==> src/hdl/ubxnav_pkg.sv <==
// Shared constants, types and helpers of the UBX NAV reply parser.
// Depends on nothing; every other file of the block imports it.
`default_nettype none

package ubxnav_pkg;

	// Frame constants of the UBX protocol.
	localparam logic [7:0] Sync1     = 8'hB5;
	localparam logic [7:0] Sync2     = 8'h62;
	localparam logic [7:0] ClassNav  = 8'h01;
	localparam logic [7:0] IdPosllh  = 8'h02;
	localparam logic [7:0] IdTimeutc = 8'h21;
	localparam logic [7:0] IdStatus  = 8'h06;
	localparam logic [7:0] FixOkMask = 8'h01;

	// Codes of the message_kind register.
	localparam logic [1:0] KindPosllh  = 2'd0;
	localparam logic [1:0] KindTimeutc = 2'd1;
	localparam logic [1:0] KindStatus  = 2'd2;
	localparam logic [1:0] KindUnused  = 2'd3;

	// Frame lengths in bytes and the byte position that marks a finished frame.
	localparam logic [5:0] LenPosllh  = 6'd36;
	localparam logic [5:0] LenTimeutc = 6'd28;
	localparam logic [5:0] LenStatus  = 6'd60;
	localparam logic [5:0] IdxIdle    = 6'd63;

	// One result of the parser.
	typedef struct packed {
		logic               sync_error;
		logic               header_error;
		logic               checksum_error;
		logic signed [31:0] longitude;
		logic signed [31:0] latitude;
		logic signed [31:0] altitude;
		logic [7:0]         hour;
		logic [7:0]         minute;
		logic [7:0]         second;
		logic [7:0]         fix_type;
		logic [7:0]         satellites;
	} result_t;

	// Control of the checksum unit for one accepted byte.
	typedef struct packed {
		logic en;     // a byte is accepted this cycle
		logic clear;  // the byte starts a new frame
		logic add;    // the byte lies inside the checksum range
	} fletcher_ctl_t;

	function automatic logic [5:0] frame_len(input logic [1:0] kind);
		logic [5:0] len;
		unique case (kind)
			KindPosllh:  len = LenPosllh;
			KindTimeutc: len = LenTimeutc;
			default:     len = LenStatus;
		endcase
		return len;
	endfunction

endpackage

`default_nettype wire

==> src/hdl/ubxnav_if.sv <==
// Handshake channels of the UBX NAV reply parser: received bytes in, results out.
// Depends on ubxnav_pkg for the result type.
`default_nettype none

interface ubxnav_byte_if;
	logic       valid;
	logic       ready;
	logic [7:0] data;
	logic       frame_start;

	modport source (output valid, output data, output frame_start, input ready);
	modport sink   (input valid, input data, input frame_start, output ready);
endinterface

interface ubxnav_result_if;
	logic                 valid;
	logic                 ready;
	ubxnav_pkg::result_t  payload;

	modport source (output valid, output payload, input ready);
	modport sink   (input valid, input payload, output ready);
endinterface

`default_nettype wire

==> src/hdl/ubxnav_fletcher.sv <==
// Running 8-bit Fletcher sums over the class, id, length and payload bytes.
// Depends on ubxnav_pkg for the control struct.
`default_nettype none

module ubxnav_fletcher (
	input  wire logic                      clk,
	input  wire logic                      arst_n,
	input  wire ubxnav_pkg::fletcher_ctl_t ctl,
	input  wire logic [7:0]                data,
	output logic [7:0]                     sum_a,
	output logic [7:0]                     sum_b
);
	import ubxnav_pkg::*;

	logic [7:0] sum_a_q;
	logic [7:0] sum_b_q;
	logic [7:0] sum_a_nxt;
	logic [7:0] sum_b_nxt;

	// Sums as seen by the current byte: a frame start clears them first.
	assign sum_a = ctl.clear ? 8'd0 : sum_a_q;
	assign sum_b = ctl.clear ? 8'd0 : sum_b_q;

	always_comb begin
		sum_a_nxt = sum_a;
		sum_b_nxt = sum_b;
		if (ctl.add) begin
			sum_a_nxt = sum_a + data;
			sum_b_nxt = sum_b + sum_a_nxt;
		end
	end

	always_ff @(posedge clk or negedge arst_n) begin
		if (!arst_n) begin
			sum_a_q <= 8'd0;
			sum_b_q <= 8'd0;
		end else if (ctl.en) begin
			sum_a_q <= sum_a_nxt;
			sum_b_q <= sum_b_nxt;
		end
	end

endmodule

`default_nettype wire

==> src/hdl/ubx_nav_reply_parser_unit.sv <==
// Top level of the UBX NAV reply parser: frame tracking, field capture, result register.
// Depends on ubxnav_pkg, the channel interfaces in ubxnav_if and ubxnav_fletcher.
//
// Usage
//   The req channel carries one received byte per request, with frame_start
//   high on the first byte of a reply frame. The rsp channel carries one
//   result per complete frame: the sync, header and checksum error flags and
//   the fields of the message that message_kind selects (other fields zero).
//   message_kind is written through cfg_wr_en / cfg_wr_data; the user must
//   write it only while the block is idle, which is not enforced. 0 selects
//   NAV-POSLLH (36 bytes), 1 NAV-TIMEUTC (28 bytes), 2 NAV-STATUS (60 bytes).
//   Each byte is handled in the cycle it is accepted, so one request can be
//   taken every clock cycle unless a held result blocks it. A frame's result
//   appears on rsp in the cycle after its last byte is accepted.
//   The result sits in a single output register. While it waits for the
//   receiver, the next byte is still taken in the same cycle that the result
//   is taken; only a result that is held and not taken stops req.
//   After reset the register selects NAV-POSLLH, all sums, flags and captured
//   fields are zero, and a byte without frame_start counts as the first byte
//   of a frame. Bytes past the end of a frame are dropped until frame_start.
`default_nettype none

module ubx_nav_reply_parser_unit (
	input  wire logic        clk,
	input  wire logic        arst_n,
	input  wire logic        cfg_wr_en,
	input  wire logic [1:0]  cfg_wr_data,
	ubxnav_byte_if.sink      req,
	ubxnav_result_if.source  rsp
);
	import ubxnav_pkg::*;

	// Configuration and frame state.
	logic [1:0]  kind_q;
	logic [5:0]  idx_q;
	logic        sync_bad_q;
	logic        header_bad_q;
	logic [7:0]  rcv_sum_a_q;

	// Captured fields; they survive across frames and are overwritten only
	// at their byte positions.
	logic [31:0] lon_q;
	logic [31:0] lat_q;
	logic [31:0] alt_q;
	logic [7:0]  hour_q;
	logic [7:0]  minute_q;
	logic [7:0]  second_q;
	logic [7:0]  gps_fix_q;
	logic [7:0]  fix_flags_q;
	logic [7:0]  sats_q;

	// Result register.
	logic        rsp_valid_q;
	result_t     rsp_q;

	// Per-byte decode.
	logic        accept;
	logic [7:0]  b;
	logic [5:0]  len;
	logic [5:0]  idx;
	logic [6:0]  idx_p1;
	logic [6:0]  idx_p2;
	logic        sync_bad;
	logic        header_bad;
	logic        active;
	logic        last;
	logic        id_ok;
	logic [1:0]  lane;
	logic [4:0]  lane_bit;
	logic [7:0]  sum_a;
	logic [7:0]  sum_b;
	fletcher_ctl_t fl_ctl;
	result_t     result;

	assign accept = req.valid && req.ready;
	assign b      = req.data;

	// Ready whenever the result register is free or is being emptied.
	assign req.ready   = !rsp_valid_q || rsp.ready;
	assign rsp.valid   = rsp_valid_q;
	assign rsp.payload = rsp_q;

	// A frame start resets the position and flags before the byte is judged.
	assign len        = frame_len(kind_q);
	assign idx        = req.frame_start ? 6'd0 : idx_q;
	assign sync_bad   = req.frame_start ? 1'b0 : sync_bad_q;
	assign header_bad = req.frame_start ? 1'b0 : header_bad_q;
	assign idx_p1     = {1'b0, idx} + 7'd1;
	assign idx_p2     = {1'b0, idx} + 7'd2;
	assign active     = idx < len;
	assign last       = active && (idx_p1 == {1'b0, len});

	// All multi-byte fields start two below a multiple of four, so the byte
	// lane inside the word is the low two position bits minus two.
	assign lane     = idx[1:0] - 2'd2;
	assign lane_bit = {lane, 3'b000};

	always_comb begin
		unique case (kind_q)
			KindPosllh:  id_ok = (b == IdPosllh);
			KindTimeutc: id_ok = (b == IdTimeutc);
			KindStatus:  id_ok = (b == IdStatus);
			KindUnused:  id_ok = 1'b0;
			default:     id_ok = 1'b0;
		endcase
	end

	// The checksum covers class byte through the last payload byte.
	assign fl_ctl.en    = accept;
	assign fl_ctl.clear = req.frame_start;
	assign fl_ctl.add   = active && (idx >= 6'd2) && (idx_p2 < {1'b0, len});

	ubxnav_fletcher u_fletcher (
		.clk    (clk),
		.arst_n (arst_n),
		.ctl    (fl_ctl),
		.data   (b),
		.sum_a  (sum_a),
		.sum_b  (sum_b)
	);

	// Result of a frame that ends with this byte. The trailing checksum bytes
	// are compared against the sums over everything before them.
	always_comb begin
		result                = '0;
		result.sync_error     = sync_bad;
		result.header_error   = header_bad;
		result.checksum_error = (rcv_sum_a_q != sum_a) || (b != sum_b);
		unique case (kind_q)
			KindPosllh: begin
				result.longitude = lon_q;
				result.latitude  = lat_q;
				result.altitude  = alt_q;
			end
			KindTimeutc: begin
				result.hour   = hour_q;
				result.minute = minute_q;
				result.second = second_q;
			end
			KindStatus: begin
				result.fix_type   = ((fix_flags_q & FixOkMask) != 8'd0) ? gps_fix_q : 8'd0;
				result.satellites = sats_q;
			end
			default: begin
			end
		endcase
	end

	always_ff @(posedge clk or negedge arst_n) begin
		if (!arst_n) begin
			kind_q <= KindPosllh;
		end else if (cfg_wr_en) begin
			kind_q <= cfg_wr_data;
		end
	end

	// Frame position, error flags and the received first checksum byte.
	always_ff @(posedge clk or negedge arst_n) begin
		if (!arst_n) begin
			idx_q        <= 6'd0;
			sync_bad_q   <= 1'b0;
			header_bad_q <= 1'b0;
			rcv_sum_a_q  <= 8'd0;
		end else if (accept) begin
			idx_q        <= idx;
			sync_bad_q   <= sync_bad;
			header_bad_q <= header_bad;
			if (active) begin
				idx_q <= last ? IdxIdle : idx_p1[5:0];
				if ((idx == 6'd0 && b != Sync1) || (idx == 6'd1 && b != Sync2)) begin
					sync_bad_q <= 1'b1;
				end
				if ((idx == 6'd2 && b != ClassNav) || (idx == 6'd3 && !id_ok)) begin
					header_bad_q <= 1'b1;
				end
				if (idx_p2 == {1'b0, len}) begin
					rcv_sum_a_q <= b;
				end
			end
		end
	end

	// Field capture at the byte positions of the selected message.
	always_ff @(posedge clk or negedge arst_n) begin
		if (!arst_n) begin
			lon_q       <= '0;
			lat_q       <= '0;
			alt_q       <= '0;
			hour_q      <= '0;
			minute_q    <= '0;
			second_q    <= '0;
			gps_fix_q   <= '0;
			fix_flags_q <= '0;
			sats_q      <= '0;
		end else if (accept && active) begin
			unique case (kind_q)
				KindPosllh: begin
					if (idx >= 6'd10 && idx <= 6'd13) lon_q[lane_bit +: 8] <= b;
					if (idx >= 6'd14 && idx <= 6'd17) lat_q[lane_bit +: 8] <= b;
					if (idx >= 6'd22 && idx <= 6'd25) alt_q[lane_bit +: 8] <= b;
				end
				KindTimeutc: begin
					if (idx == 6'd22) hour_q   <= b;
					if (idx == 6'd23) minute_q <= b;
					if (idx == 6'd24) second_q <= b;
				end
				KindStatus: begin
					if (idx == 6'd16) gps_fix_q   <= b;
					if (idx == 6'd17) fix_flags_q <= b;
					if (idx == 6'd53) sats_q      <= b;
				end
				default: begin
				end
			endcase
		end
	end

	// Output register: loaded on the last byte of a frame, emptied when taken.
	always_ff @(posedge clk or negedge arst_n) begin
		if (!arst_n) begin
			rsp_valid_q <= 1'b0;
		end else if (accept && last) begin
			rsp_valid_q <= 1'b1;
		end else if (rsp.ready) begin
			rsp_valid_q <= 1'b0;
		end
	end

	always_ff @(posedge clk) begin
		if (accept && last) begin
			rsp_q <= result;
		end
	end

	// The frame position is either inside the longest frame or parked.
	assert property (@(posedge clk) disable iff (!arst_n)
		(idx_q <= LenStatus) || (idx_q == IdxIdle))
	else $error("frame position out of range");

	// A new result only ever follows an accepted byte.
	assert property (@(posedge clk) disable iff (!arst_n)
		$rose(rsp_valid_q) |-> $past(accept))
	else $error("result appeared without an accepted byte");

	// The last byte of a frame parks the position until the next frame start.
	assert property (@(posedge clk) disable iff (!arst_n)
		(accept && last) |=> (idx_q == IdxIdle))
	else $error("frame position not parked after the last byte");

endmodule

`default_nettype wire
==> src/flat_wrapper.sv <==
// flat-port wrapper written by rule: the top's interface ports become plain ports
module ubx_nav_reply_parser_unit_flat import ubxnav_pkg::*;
  (clk, arst_n, cfg_wr_en, cfg_wr_data, req_valid, req_data, req_frame_start, req_ready, rsp_valid, rsp_payload, rsp_ready);
  ubxnav_byte_if req_i ();
  ubxnav_result_if rsp_i ();
  input  wire logic clk;
  input  wire logic arst_n;
  input  wire logic cfg_wr_en;
  input  wire logic [1:0] cfg_wr_data;
  input wire logic [$bits(req_i.valid)-1:0] req_valid;
  input wire logic [$bits(req_i.data)-1:0] req_data;
  input wire logic [$bits(req_i.frame_start)-1:0] req_frame_start;
  output wire logic [$bits(req_i.ready)-1:0] req_ready;
  output wire logic [$bits(rsp_i.valid)-1:0] rsp_valid;
  output wire logic [$bits(rsp_i.payload)-1:0] rsp_payload;
  input wire logic [$bits(rsp_i.ready)-1:0] rsp_ready;
  assign req_i.valid = req_valid;
  assign req_i.data = req_data;
  assign req_i.frame_start = req_frame_start;
  assign req_ready = req_i.ready;
  assign rsp_valid = rsp_i.valid;
  assign rsp_payload = rsp_i.payload;
  assign rsp_i.ready = rsp_ready;
  ubx_nav_reply_parser_unit u_core (.clk(clk), .arst_n(arst_n), .cfg_wr_en(cfg_wr_en), .cfg_wr_data(cfg_wr_data), .req(req_i), .rsp(rsp_i));
endmodule
==> config.mk <==
export PLATFORM = sky130hd
export DESIGN_NAME = ubx_nav_reply_parser_unit_flat
export DESIGN_NICKNAME = d
export VERILOG_FILES = /design/src/hdl/ubxnav_pkg.sv /design/src/hdl/ubxnav_if.sv /design/src/hdl/ubxnav_fletcher.sv /design/src/hdl/ubx_nav_reply_parser_unit.sv /design/src/flat_wrapper.sv
export SDC_FILE = /design/constraint.sdc
export NUM_CORES = 1
export LEC_CHECK = 0
export BUFFER_PORTS_ARGS = -buffer_cell sky130_fd_sc_hd__buf_2
export CELL_PAD_IN_SITES_DETAIL_PLACEMENT = 0
export CELL_PAD_IN_SITES_GLOBAL_PLACEMENT = 1
export CORE_ASPECT_RATIO = 1.4
export CORE_UTILIZATION = 40
export CTS_CLUSTER_SIZE = 24
export DETAILED_ROUTE_END_ITERATION = 8
export GPL_TIMING_DRIVEN = 0
export PLACE_DENSITY_LB_ADDON = 0.05
export SETUP_SLACK_MARGIN = 0.15
export SYNTH_ARGS = -nofsm -noshare
export SYNTH_HDL_FRONTEND = slang
export SYNTH_HIERARCHICAL = 1
export SYNTH_SLANG_ARGS = --single-unit
export TNS_END_PERCENT = 30
==> constraint.sdc <==
create_clock -name clk -period 6.71 [get_ports clk]
set_input_delay 1.342 -clock clk [delete_from_list [all_inputs] [get_ports clk]]
set_output_delay 1.342 -clock clk [all_outputs]
set_load 0.1 [all_outputs]
-- Word-level counts from Yosys, hierarchy flattened
Index checks and enable logic that the tools add are counted.
- memory bits (writable): 0
- logic and storage cells: 120
- flip-flop bits (word level): 311
- input bits: 16
- ROM bits: 0
- output and inout bits: 141
- memories: 0
- bits in latches: 0
- add/sub/neg operators: 6
- shifts and indexed selects: 2
- reduce and logical (&&, ||, !) cells: 33
- equal/unequal tests: 22
- divide/modulo/power cells: 0
- $lt $le $gt $ge: 9
- bitwise operators: 0
- muxes and demuxes: 20
- $mul: 0
- operators by type and width (kind ; number):
    $bwmux W32 ; 3
    $mux W8 ; 4
    $shift A8 B7 Y32 const A ; 1
    $shiftx A8 B7 Y32 ; 1
    $eq A6 B5 Y1 const B ; 5
    $reduce_and A3 Y1 ; 10
    $mux W6 ; 3
    $add A8 B8 Y8 ; 2
    $ne A8 B8 Y1 ; 2
    $eq A7 B6 Y1 ; 2
    $logic_and A1 B1 Y1 ; 13
    $eq A6 B2 Y1 const B ; 2
    $ge A6 B4 Y1 const B ; 2
    $le A6 B5 Y1 const B ; 2
    $pmux W6 S2 ; 1
    $eq A8 B2 Y1 const B ; 1
    $eq A8 B3 Y1 const B ; 1
    $eq A8 B6 Y1 const B ; 1
    $mux W1 ; 8
    $ne A8 B1 Y1 const B ; 1
    $ne A8 B7 Y1 const B ; 1
    $ne A8 B8 Y1 const B ; 1
    $add A6 B1 Y7 const B ; 1
    $add A6 B2 Y7 const B ; 1
    other kinds (18) ; 23

-- Longest topological paths before layout
Gate-level depths: netlist of run 1.
- depth in word-level cells: 7
- depth in mapped cells: 15
- depth with buffers taken out: 15

-- By module
Netlist of run 1, hierarchy kept.
- modules (own cells, without submodules) (module ; cells an instance ; area an instance (sq um) ; sequential area each (sq um) ; times used):
    ubx_nav_reply_parser_unit ; 827 ; 12248.0 ; 8077.7 ; 1
    ubxnav_fletcher ; 132 ; 1241.2 ; 400.4 ; 1

-- Least setup slack after synthesis of run 1
OpenSTA, ideal clock, no wires.
- path type: in2reg
- start: input port req_frame_start
- end: register u_core.rsp_q, in the netlist u_core/rsp.payload[0], enable pin
- data arrival time: 6.288 ns
- setup slack: -0.069 ns
- required time: 6.219 ns
- cell stages on the path: 11
- library setup time: 0.491 ns
- buffers on the path: 2
- cells stage by stage: buf_4 -> inv_2 -> nand2_1 -> inv_1 -> ha_1 -> clkbuf_2 -> nand3_1 -> mux2_4 -> or4_1 -> a2111o_1 -> inv_1
- longest elaborated chain between the ends: 5
- elaborated cells between the ends (all ways): 6
- those cells by class: add/sub (1); order compare (1); eq/ne (1); mux (1); reduce/logical (2)
- ends and longest elaborated chain (element ; line ; RTL):
    start: declaration ; flat_wrapper.sv:12 ; input wire logic [$bits(req_i.frame_start)-1:0] req_frame_start;
    $mux W6 * ; ubx_nav_reply_parser_unit.sv:85 ; assign idx = req.frame_start ? 6'd0 : idx_q;
    $add A6 B1 Y7 ; ubx_nav_reply_parser_unit.sv:88 ; assign idx_p1 = {1'b0, idx} + 7'd1;
    $eq A7 B6 Y1 ; ubx_nav_reply_parser_unit.sv:91 ; assign last = active && (idx_p1 == {1'b0, len});
    $logic_and A1 B1 Y1 * ; ubx_nav_reply_parser_unit.sv:91 ;
    $logic_and A1 B1 Y1 * ; ubx_nav_reply_parser_unit.sv:230 ; if (accept && last) begin
    end signal: assignment ; ubx_nav_reply_parser_unit.sv:231 ; rsp_q <= result;
    end: declaration ; ubx_nav_reply_parser_unit.sv:54 ; result_t rsp_q;
Every way passes the cells marked *; elsewhere a longest branch is shown, timed or not.
A chain may end at the register's enable or synchronous reset.

==> results by stage, run 1 <==
Floorplan:
- The top-level port count is 157.
- The floorplan step set the die width to 157 um.
- The die covers around 0.034 sq mm.
- The initial utilization of the core area, before any placement, comes to between 40% and 50%.
- Row generation in the floorplan step produced 79 rows.
- The vertical extent of the die is 219 um.
- The core box area is 0.0332 sq mm.

Cells and area:
- Compared with the post-synthesis result, the final layout area differs by 18.3%.
- The post-route netlist has 33.4% of its cells at a drive strength greater than 1.
- The number of inserted filler cells in the final layout is 3,114.
- The number of antenna diodes in the final layout is 0.
- The final layout contains between 1,000 and 1,500 nets.

Detailed routing:
- In the routed design, unresolved DRC markers number 0.
- The routed design uses 1.03 mm of met3 wire.
- The routed layout has approximately 8,000 vias.
- The met1 layer wirelength in the final routing is 13.1 mm.
- The met2 wire length is 16.7 mm.
- After detailed routing, the average wire length per cell comes to ~20 um.
- The initial detailed-routing violation count is 269.
- The top layer used by detailed routing is met4.
- For this block, the routed nets add up to 31.5 mm of wire.
- The first TritonRoute pass finished after 4 iterations.
- The remaining antenna violation count after routing is 0.
- In the routed layout, each cell is associated on average with a via count of 4.92.

Timing:
- The final critical path time including I/O delays and setup is 4.79 ns.
- Derived from the worst setup path, the maximum achievable clock frequency is 0.209 GHz.
- The number of failing setup endpoints in the final timing report is 0.
- The worst-case hold slack is around 0.48 ns.
- At the pin with the least slew margin, the transition time is 1.10 ns.
- The max-slew violation total from the final report was 0.
- In the finished design, the share of the clock period the worst path needs comes to between 70% and 80%.
- The hold violation total from the final report was 0.
- Clock skew on the completed layout was measured at around 0.012 ns.
- The worst slew slack as a fraction of its limit is 26.9%.
- Setup repair after global routing left no endpoint under its margin.

Synth:
- The most used flip-flop cell after synthesis is sky130_fd_sc_hd__dfrtp_1.
- The number of enable flip-flop cells after synthesis is between 100 and 150.
- The net count after synthesis is 1,005.
- The synthesized design devotes to its leading area cell type a little under a third of total area.
- The async set or reset register ratio after synthesis is 55.3%.
- The unique cell type count in the Yosys netlist is 70.
- A synthesized cell averages 14.1 sq um.
- After synthesis, flip-flops and latches occupy 62.9% of the total area.
- In the post-synthesis netlist, the cell with the most instances is sky130_fd_sc_hd__dfrtp_1.
- The synthesized flop and latch total is 311.
- During synthesis, Yosys emitted a total of 6 warnings.
- Synthesis produced a netlist whose cell count is 959.
- Summed over all instances, the cell type with the most area after synthesis is sky130_fd_sc_hd__dfrtp_1.
- Counting instances in the post-synthesis netlist gives the leading cell types as sky130_fd_sc_hd__dfrtp_1 (172), sky130_fd_sc_hd__and2_1 (160), sky130_fd_sc_hd__mux2_2 (149).
- The mapped cell area is 0.0135 sq mm.
- Ranked by total cell area, the synthesized netlist is headed by sky130_fd_sc_hd__dfrtp_1 (32%), sky130_fd_sc_hd__edfxtp_1 (31%), sky130_fd_sc_hd__mux2_2 (12%).

Clock network:
- The clock reaches the later pin of the worst-skew pair after 0.56 ns.
- CTS saw 311 sinks.
- The longest clock path from root to sink contains 3 buffers.
- Post-CTS repair changed the size of 0 cells.
- In this run, post-CTS hold repair placed 0 buffers.
- The library cell used as clock root buffer is sky130_fd_sc_hd__clkbuf_16.
- In this run the number of H-tree levels came out at 1.
- Counting the buffers created by CTS gives 31.
- Post-CTS timing repair inserted 0 buffers for setup.
- After clock tree synthesis, the clock-pin slew on the worst setup and hold paths is 0.07 ns.
- The TritonCTS clock tree is built.

Global route:
- The initial antenna violation count was 2.
- The number of global-route vias before repair is 8,059.
- The combined global-route utilization of all metal layers is 18.6%.
- The first-pass GRT wire length is between 40 and 50 mm.
- The total overflow left after global routing is 0.
- Entering global routing, the biggest net connects between 100 and 150 pins.

Power:
- The power per cell area is 259 mW/mm^2.
- The design draws roughly 0.0041 W.
- The leakage power figure is between 7 and 8 nW.
- The peak ir drop on the vdd network is 0.174 mV.

Critical path:
- The type of element capturing the critical path is a register.
- The required time at the endpoint of the critical path is 7.16 ns.
- Data arrives at the worst endpoint at about 5.3 ns.
- The worst setup path is of the reg -> reg kind.
- The launching element type of the critical path is a register.
- Along the worst path, the maximum fanout reaches 13.

Min path:
- The worst hold path belongs to the class reg -> reg.

Job:
- The number of max-capacitance violations reported is 0.

Placement:
- The placer congestion estimate is 0.843.
- The HPWL after detailed placement is 21.7 mm.
- Buffers placed on the I/O ports in this run total 156.

Outcome:
- The run finished with clean final reports.
[cell type report]
type	count	area, sq um	share of cell area, %
flip-flops and latches	311	8480	53.1
well taps	445	557	3.49
plain buffers	38	170	1.07
inverters	14	56.3	0.353
repair buffers	160	878	5.51
multi-input cells	596	4790	30.0
clock inverters	13	151	0.949
clock buffers	44	875	5.48
[flip-flops by register name, indices dropped and copies added, names as in the netlist, 32 cells and up]
signal,cells
u_core/lat_q,32
u_core/alt_q,32
u_core/rsp.payload,139
u_core/lon_q,32
[kinds of logic (layout without fill, tap and decap cells)]
group	after synthesis	after routing	synth area share (%)
flip-flops	311	311	62.9
AND/OR/NAND/NOR	312	312	14.1
buffers and inverters	52	269	1.65
AO/OA/AOI/OAI	71	71	3.77
XOR/XNOR	30	30	1.95
multiplexers	153	153	12.8
adder cells (fa/ha/maj)	30	30	2.89
[routing by layer]
metal  vias to the layer above  track usage, %
met1                      3955            22.9
met5                         -               0
met3                        43            2.21
met4                         0            5.86
met2                       160            33.6
li1                       3822               -
[worst max-delay path: stages (launching register included)]
cell	delay (ns)
sky130_fd_sc_hd__dfrtp_1	0.47
sky130_fd_sc_hd__nor2_1	0.77
sky130_fd_sc_hd__clkbuf_1	0.56
sky130_fd_sc_hd__ha_1	0.34
sky130_fd_sc_hd__o21a_1	0.21
sky130_fd_sc_hd__o2bb2ai_2	0.45
sky130_fd_sc_hd__o311ai_0	0.23
sky130_fd_sc_hd__nor4_1	0.60
sky130_fd_sc_hd__o21ai_1	0.36
sky130_fd_sc_hd__clkbuf_1	0.39
sky130_fd_sc_hd__a22o_1	0.28
[placed cells by master (no fill, tap or decap), drive strengths merged, types with 11 or more instances in the layout]
cell type / count
dfrtp: 172
buf: 168
and2: 161
mux2: 150
edfxtp: 139
clkbuf: 74
nand2: 37
ha: 28
xor2: 21
nor2b: 20
nor2: 15
o21ai: 15
a21oi: 14
nor4: 14
inv: 14
and3: 11
nand3: 11
[path summary, 6_finish.rpt]
kind,from,end,slack [ns],depth (start not counted)
setup / recovery,u_core/kind_q[1]$_DFFE_PN0P_,u_core/u_fletcher/sum_a_q[1]$_DFFE_PN0P_,1.92,10
hold / removal,u_core/u_fletcher/sum_b_q[4]$_DFFE_PN0P_,u_core/u_fletcher/sum_b_q[4]$_DFFE_PN0P_,0.48,2
setup reg to reg,u_core/kind_q[1]$_DFFE_PN0P_,u_core/u_fletcher/sum_a_q[1]$_DFFE_PN0P_,1.92,10
hold reg to reg,u_core/u_fletcher/sum_b_q[4]$_DFFE_PN0P_,u_core/u_fletcher/sum_b_q[4]$_DFFE_PN0P_,0.48,2
max in group asynchronous,arst_n,u_core/alt_q[14]$_DFFE_PN0P_,5.05,2
min in group asynchronous,arst_n,u_core/sats_q[5]$_DFFE_PN0P_,0.71,1
[power breakdown]
part           switching, W  internal [W]
Clock              0.000715       0.00102
Sequential        0.0000194       0.00201
Combinational      0.000238      0.000127
Total              0.000972       0.00316
[per-stage QoR]
stage,setup TNS [ns],util (%),cell area [sq um],worst slack [ns],std cells
3_5_place_dp,0,44.9,14900,1.39,1564
4_1_cts,0,48.0,16000,1.92,1621
2_1_floorplan,0,-,13500,1.14,959
5_1_grt,0,48.0,16000,1.68,1621
3_3_place_gp,-88.24,44.7,14800,-0.647,1560
6_report,0,48.0,16000,1.92,1621
(Power assumes the default switching activity.)
==> run 2: changes to the inputs <==
==> constraint.sdc (replaced) <==
create_clock -name clk -period 4.1 [get_ports clk]
set_input_delay 0.82 -clock clk [delete_from_list [all_inputs] [get_ports clk]]
set_output_delay 0.82 -clock clk [all_outputs]
set_load 0.1 [all_outputs]
==> run 2 against run 1 <==
Compared with the run above:
- sequential share of layout area shrank 0.39 points
- register-to-register slack lost 1.6 ns
- global-route usage grew 0.23 points
- count of clock-buffer cells in the layout shrank 11
- cell area grew 0.74%
- wire length grew 0.24%
- power grew 63%
==> results by stage, run 2 (synthesis results as in run 1) <==
Clock network:
- Counting the buffers created by CTS gives 31.
- After clock tree synthesis, the clock-pin slew on the worst setup and hold paths is 0.06 ns.
- In this run the number of H-tree levels came out at 1.
- The clock latency on the worst-skew pair is around 0.55 ns.
- The TritonCTS sink count is 311.
- The TritonCTS clock tree is built.
- The cell sitting at the root of the clock tree is a sky130_fd_sc_hd__clkbuf_16.
- Counting along the longest clock path gives a buffer depth of 3.
- For this design, the CTS-stage hold fixing added 0 buffers.

Placement:
- The HPWL after detailed placement is between 20 and 25 mm.
- The count of port buffers added during placement is 156.
- At the end of routability-driven placement, the weighted congestion stood at 0.849.

Critical path:
- The kind of cell adding the most delay to the critical path is compound AO/OA/AOI/OAI gates.
- The slowest stage of the critical path is the sky130_fd_sc_hd__fa_1 cell.
- The worst setup path is launched from an input pin.
- The stage delay of the slowest cell on the critical path is 0.42 ns.
- The capture point of the worst reg-to-reg path is u_core/u_fletcher/sum_b_q[3]$_DFFE_PN0P_.
- The highest fanout seen on the critical path is 10.
- The signal on the critical path passes through buf_4 > and2b_1 > ha_1 > fa_1 > a21o_2 > a21oi_2 > o21bai_1 > a21oi_1 > xnor2_1 > ha_1 > a21oi_2 > nand2_1 > o21a_1 > or3_1 > and2_0 > a311oi_1.
- The critical path arrival is 4.33 ns.
- The launch point of the worst reg-to-reg path is u_core/idx_q[3]$_DFFE_PN0P_.
- The worst register-to-register path has a depth of 13.
- The worst setup path is of the in -> reg kind.
- The worst-case register-to-register setup slack is approximately 0.33 ns.
- The total number of cells along the worst setup path is 16.
- The most critical setup path has its startpoint at req_frame_start.
- The most critical setup path has its endpoint at u_core/u_fletcher/sum_b_q[7]$_DFFE_PN0P_.
- The required time at the endpoint of the critical path is 4.56 ns.
- The type of element capturing the critical path is a register.
- Counting both buffers and inverters, the worst setup path holds a total of 1.

Power:
- In this run the static leakage power is 7.78 nW.
- Power comes to 0.00675 W.
- The peak ir drop on the vdd network is 0.291 mV.
- In this run the power density over the cells is 420 mW/mm^2.

Timing:
- The number of failing setup endpoints in the final timing report is 0.
- The final critical path time including I/O delays and setup is 3.87 ns.
- The hold violation total from the final report came to 0.
- Setup repair after global routing could not meet its margin everywhere.
- The max-slew violation total from the final report is 0.
- Measured against its own limit, the worst slew margin works out to 15.4%.
- At the pin with the least slew margin, the transition time is 1.27 ns.
- The worst clock skew on the final layout is roughly 0.01 ns.
- Static timing analysis puts the maximum clock frequency at roughly 0.26 GHz.
- Final hold analysis gives a worst-case slack of 0.240 ns.
- After layout, the worst path uses a little over nine tenths of the clock period.

Detailed routing:
- In this run, the number of DRC markers left after iteration 0 of detailed routing was 357.
- After detailed routing, the number of vias per cell comes to 4.97.
- The average wire per standard cell is between 15 and 20 um.
- The pre-antenna-repair detailed-routing pass consisted of 4 iterations.
- The routed design has 31.6 mm of wire.
- In the routed design, unresolved DRC markers number 0.
- The detail route stage leaves a number of antenna-violating nets equal to 0.
- The total via count after detailed routing is 8,072.

Outcome:
- The run finished with clean final reports.

Floorplan:
- The vertical extent of the die is about 220 um.
- The effective utilization at floorplan is 40.6%.
- The initialized floorplan defines between 70 and 80 standard-cell rows.
- The core box area is roughly 0.033 sq mm.
- 157 I/O pins were placed.
- The die outline area is 0.0345 sq mm.
- The die is approximately 160 um wide.

Min path:
- The path category of the worst min-delay check is in -> async.

Global route:
- met2 is the most crowded layer.
- The first-pass GRT wire length is around 48 mm.
- For met2 alone, demand over resource in global routing was 34.4%.
- The total congestion overflow after global routing is 0.
- The number of global-route vias before repair was 8,303.
- The initial antenna violation count is 4.
- Global routing used 22.2% of the available met1 tracks.
- For this run, the total global-route usage over all layers was measured as between 10% and 20%.
- Entering global routing, the biggest net connects 99 pins.
- In the global route stage, met3 resource usage came out at roughly 2.2%.

Cells and area:
- Compared with the post-synthesis result, the final layout area differs by 19.2%.
- In the layout the commonest cells are sky130_fd_sc_hd__dfrtp_1 (171), sky130_fd_sc_hd__and2_1 (160), sky130_fd_sc_hd__buf_2 (156), sky130_fd_sc_hd__mux2_2 (149), sky130_fd_sc_hd__edfxtp_1 (139).
- The number of inserted filler cells in the final layout is 3,064.
- The post-route netlist has 34.7% of its cells at a drive strength greater than 1.
- The most common library cell in the layout ignoring fill and taps is sky130_fd_sc_hd__dfrtp_1.
- The total number of nets in the final design is 1,199.
- The register with the most flip-flops in the layout has around 140 of them.

Job:
- The number of max-capacitance violations reported is 0.
run 2: changes by cell type in the layout (fill, tap and decap cells not counted), moves of 3 or more:
cell	change
sky130_fd_sc_hd__clkbuf_2	+3
sky130_fd_sc_hd__clkbuf_8	-4
sky130_fd_sc_hd__inv_6	+3
sky130_fd_sc_hd__clkbuf_1	-11
sky130_fd_sc_hd__clkinv_1	+9
run 2: timing repair:
action | CTS | global route
cloned | 0 | 0
gates resized for setup | 7 | 6
setup buffers | 2 | 0
setup endpoints to repair | 299 | 102
pin swaps | 2 | 0
run 2: worst reg2reg max path, stage by stage, from the launching register on:
cell and delay, ns:
sky130_fd_sc_hd__dfrtp_1 0.40, sky130_fd_sc_hd__buf_2 0.29, sky130_fd_sc_hd__nand3b_1 0.24, sky130_fd_sc_hd__nor2_1 0.20
sky130_fd_sc_hd__mux2_2 0.36, sky130_fd_sc_hd__ha_1 0.29, sky130_fd_sc_hd__nand3_1 0.15, sky130_fd_sc_hd__o311ai_0 0.44
sky130_fd_sc_hd__nor4_2 0.10, sky130_fd_sc_hd__buf_4 0.18, sky130_fd_sc_hd__o21ai_1 0.47, sky130_fd_sc_hd__clkbuf_2 0.39
sky130_fd_sc_hd__nand2_1 0.10, sky130_fd_sc_hd__o31ai_1 0.07
run 2: report_power, final:
group | total (W) | switching (W) | internal (W)
clock | 0.00280 | 0.00117 | 0.00163
sequential | 0.00333 | 0.0000319 | 0.00329
combinational | 0.000621 | 0.000402 | 0.000220
total | 0.00675 | 0.00160 | 0.00514
run 2: layout make-up:
cell class,instances,area [sq um],share of cell area [%]
clock buffers,33,783,4.87
flip-flops and latches,311,8480,52.8
inverters,14,71.3,0.444
multi-input cells,596,4870,30.3
diodes,2,5.00,0.0311
well taps,445,557,3.46
plain buffers,37,193,1.20
clock inverters,24,220,1.37
repair buffers,162,896,5.57
run 2: routing by layer:
layer  wire length (um)  part of all wire (%)
met2              16800                    53
met4               1010                   3.2
met1              12800                    40
met3               1010                   3.2
met5                  0                     0
run 2: worst min-delay path by stage:
| stage | to | from | cells past startpoint | slack (ns) |
|---|---|---|---|---|
| after floorplan | u_core/u_fletcher/sum_a_q[7]$_DFFE_PN0P_ | u_core/u_fletcher/sum_a_q[7]$_DFFE_PN0P_ | 2 | 0.44 |
| after global placement | u_core/u_fletcher/sum_a_q[7]$_DFFE_PN0P_ | u_core/u_fletcher/sum_a_q[7]$_DFFE_PN0P_ | 2 | 0.46 |
| after detailed placement | u_core/u_fletcher/sum_a_q[7]$_DFFE_PN0P_ | u_core/u_fletcher/sum_a_q[7]$_DFFE_PN0P_ | 2 | 0.46 |
| after CTS | u_core/lat_q[31]$_DFFE_PN0P_ | arst_n | 1 | 0.25 |
| after global routing | u_core/lat_q[31]$_DFFE_PN0P_ | arst_n | 1 | 0.27 |
| final | u_core/lat_q[31]$_DFFE_PN0P_ | arst_n | 1 | 0.24 |
run 2: stage by stage:
step           utilization (%)  setup WS, ns  instance area (sq um)  TNS, ns  cells
3_5_place_dp              45.2        -0.912                  15000  -100.67   1564
5_1_grt                   48.4        0.0494                  16100        0   1622
2_1_floorplan                -        -0.544                  13600   -75.65    959
4_1_cts                   48.3         0.164                  16000        0   1622
3_3_place_gp              44.9         -2.68                  14900  -529.02   1560
6_report                  48.4         0.225                  16100        0   1624
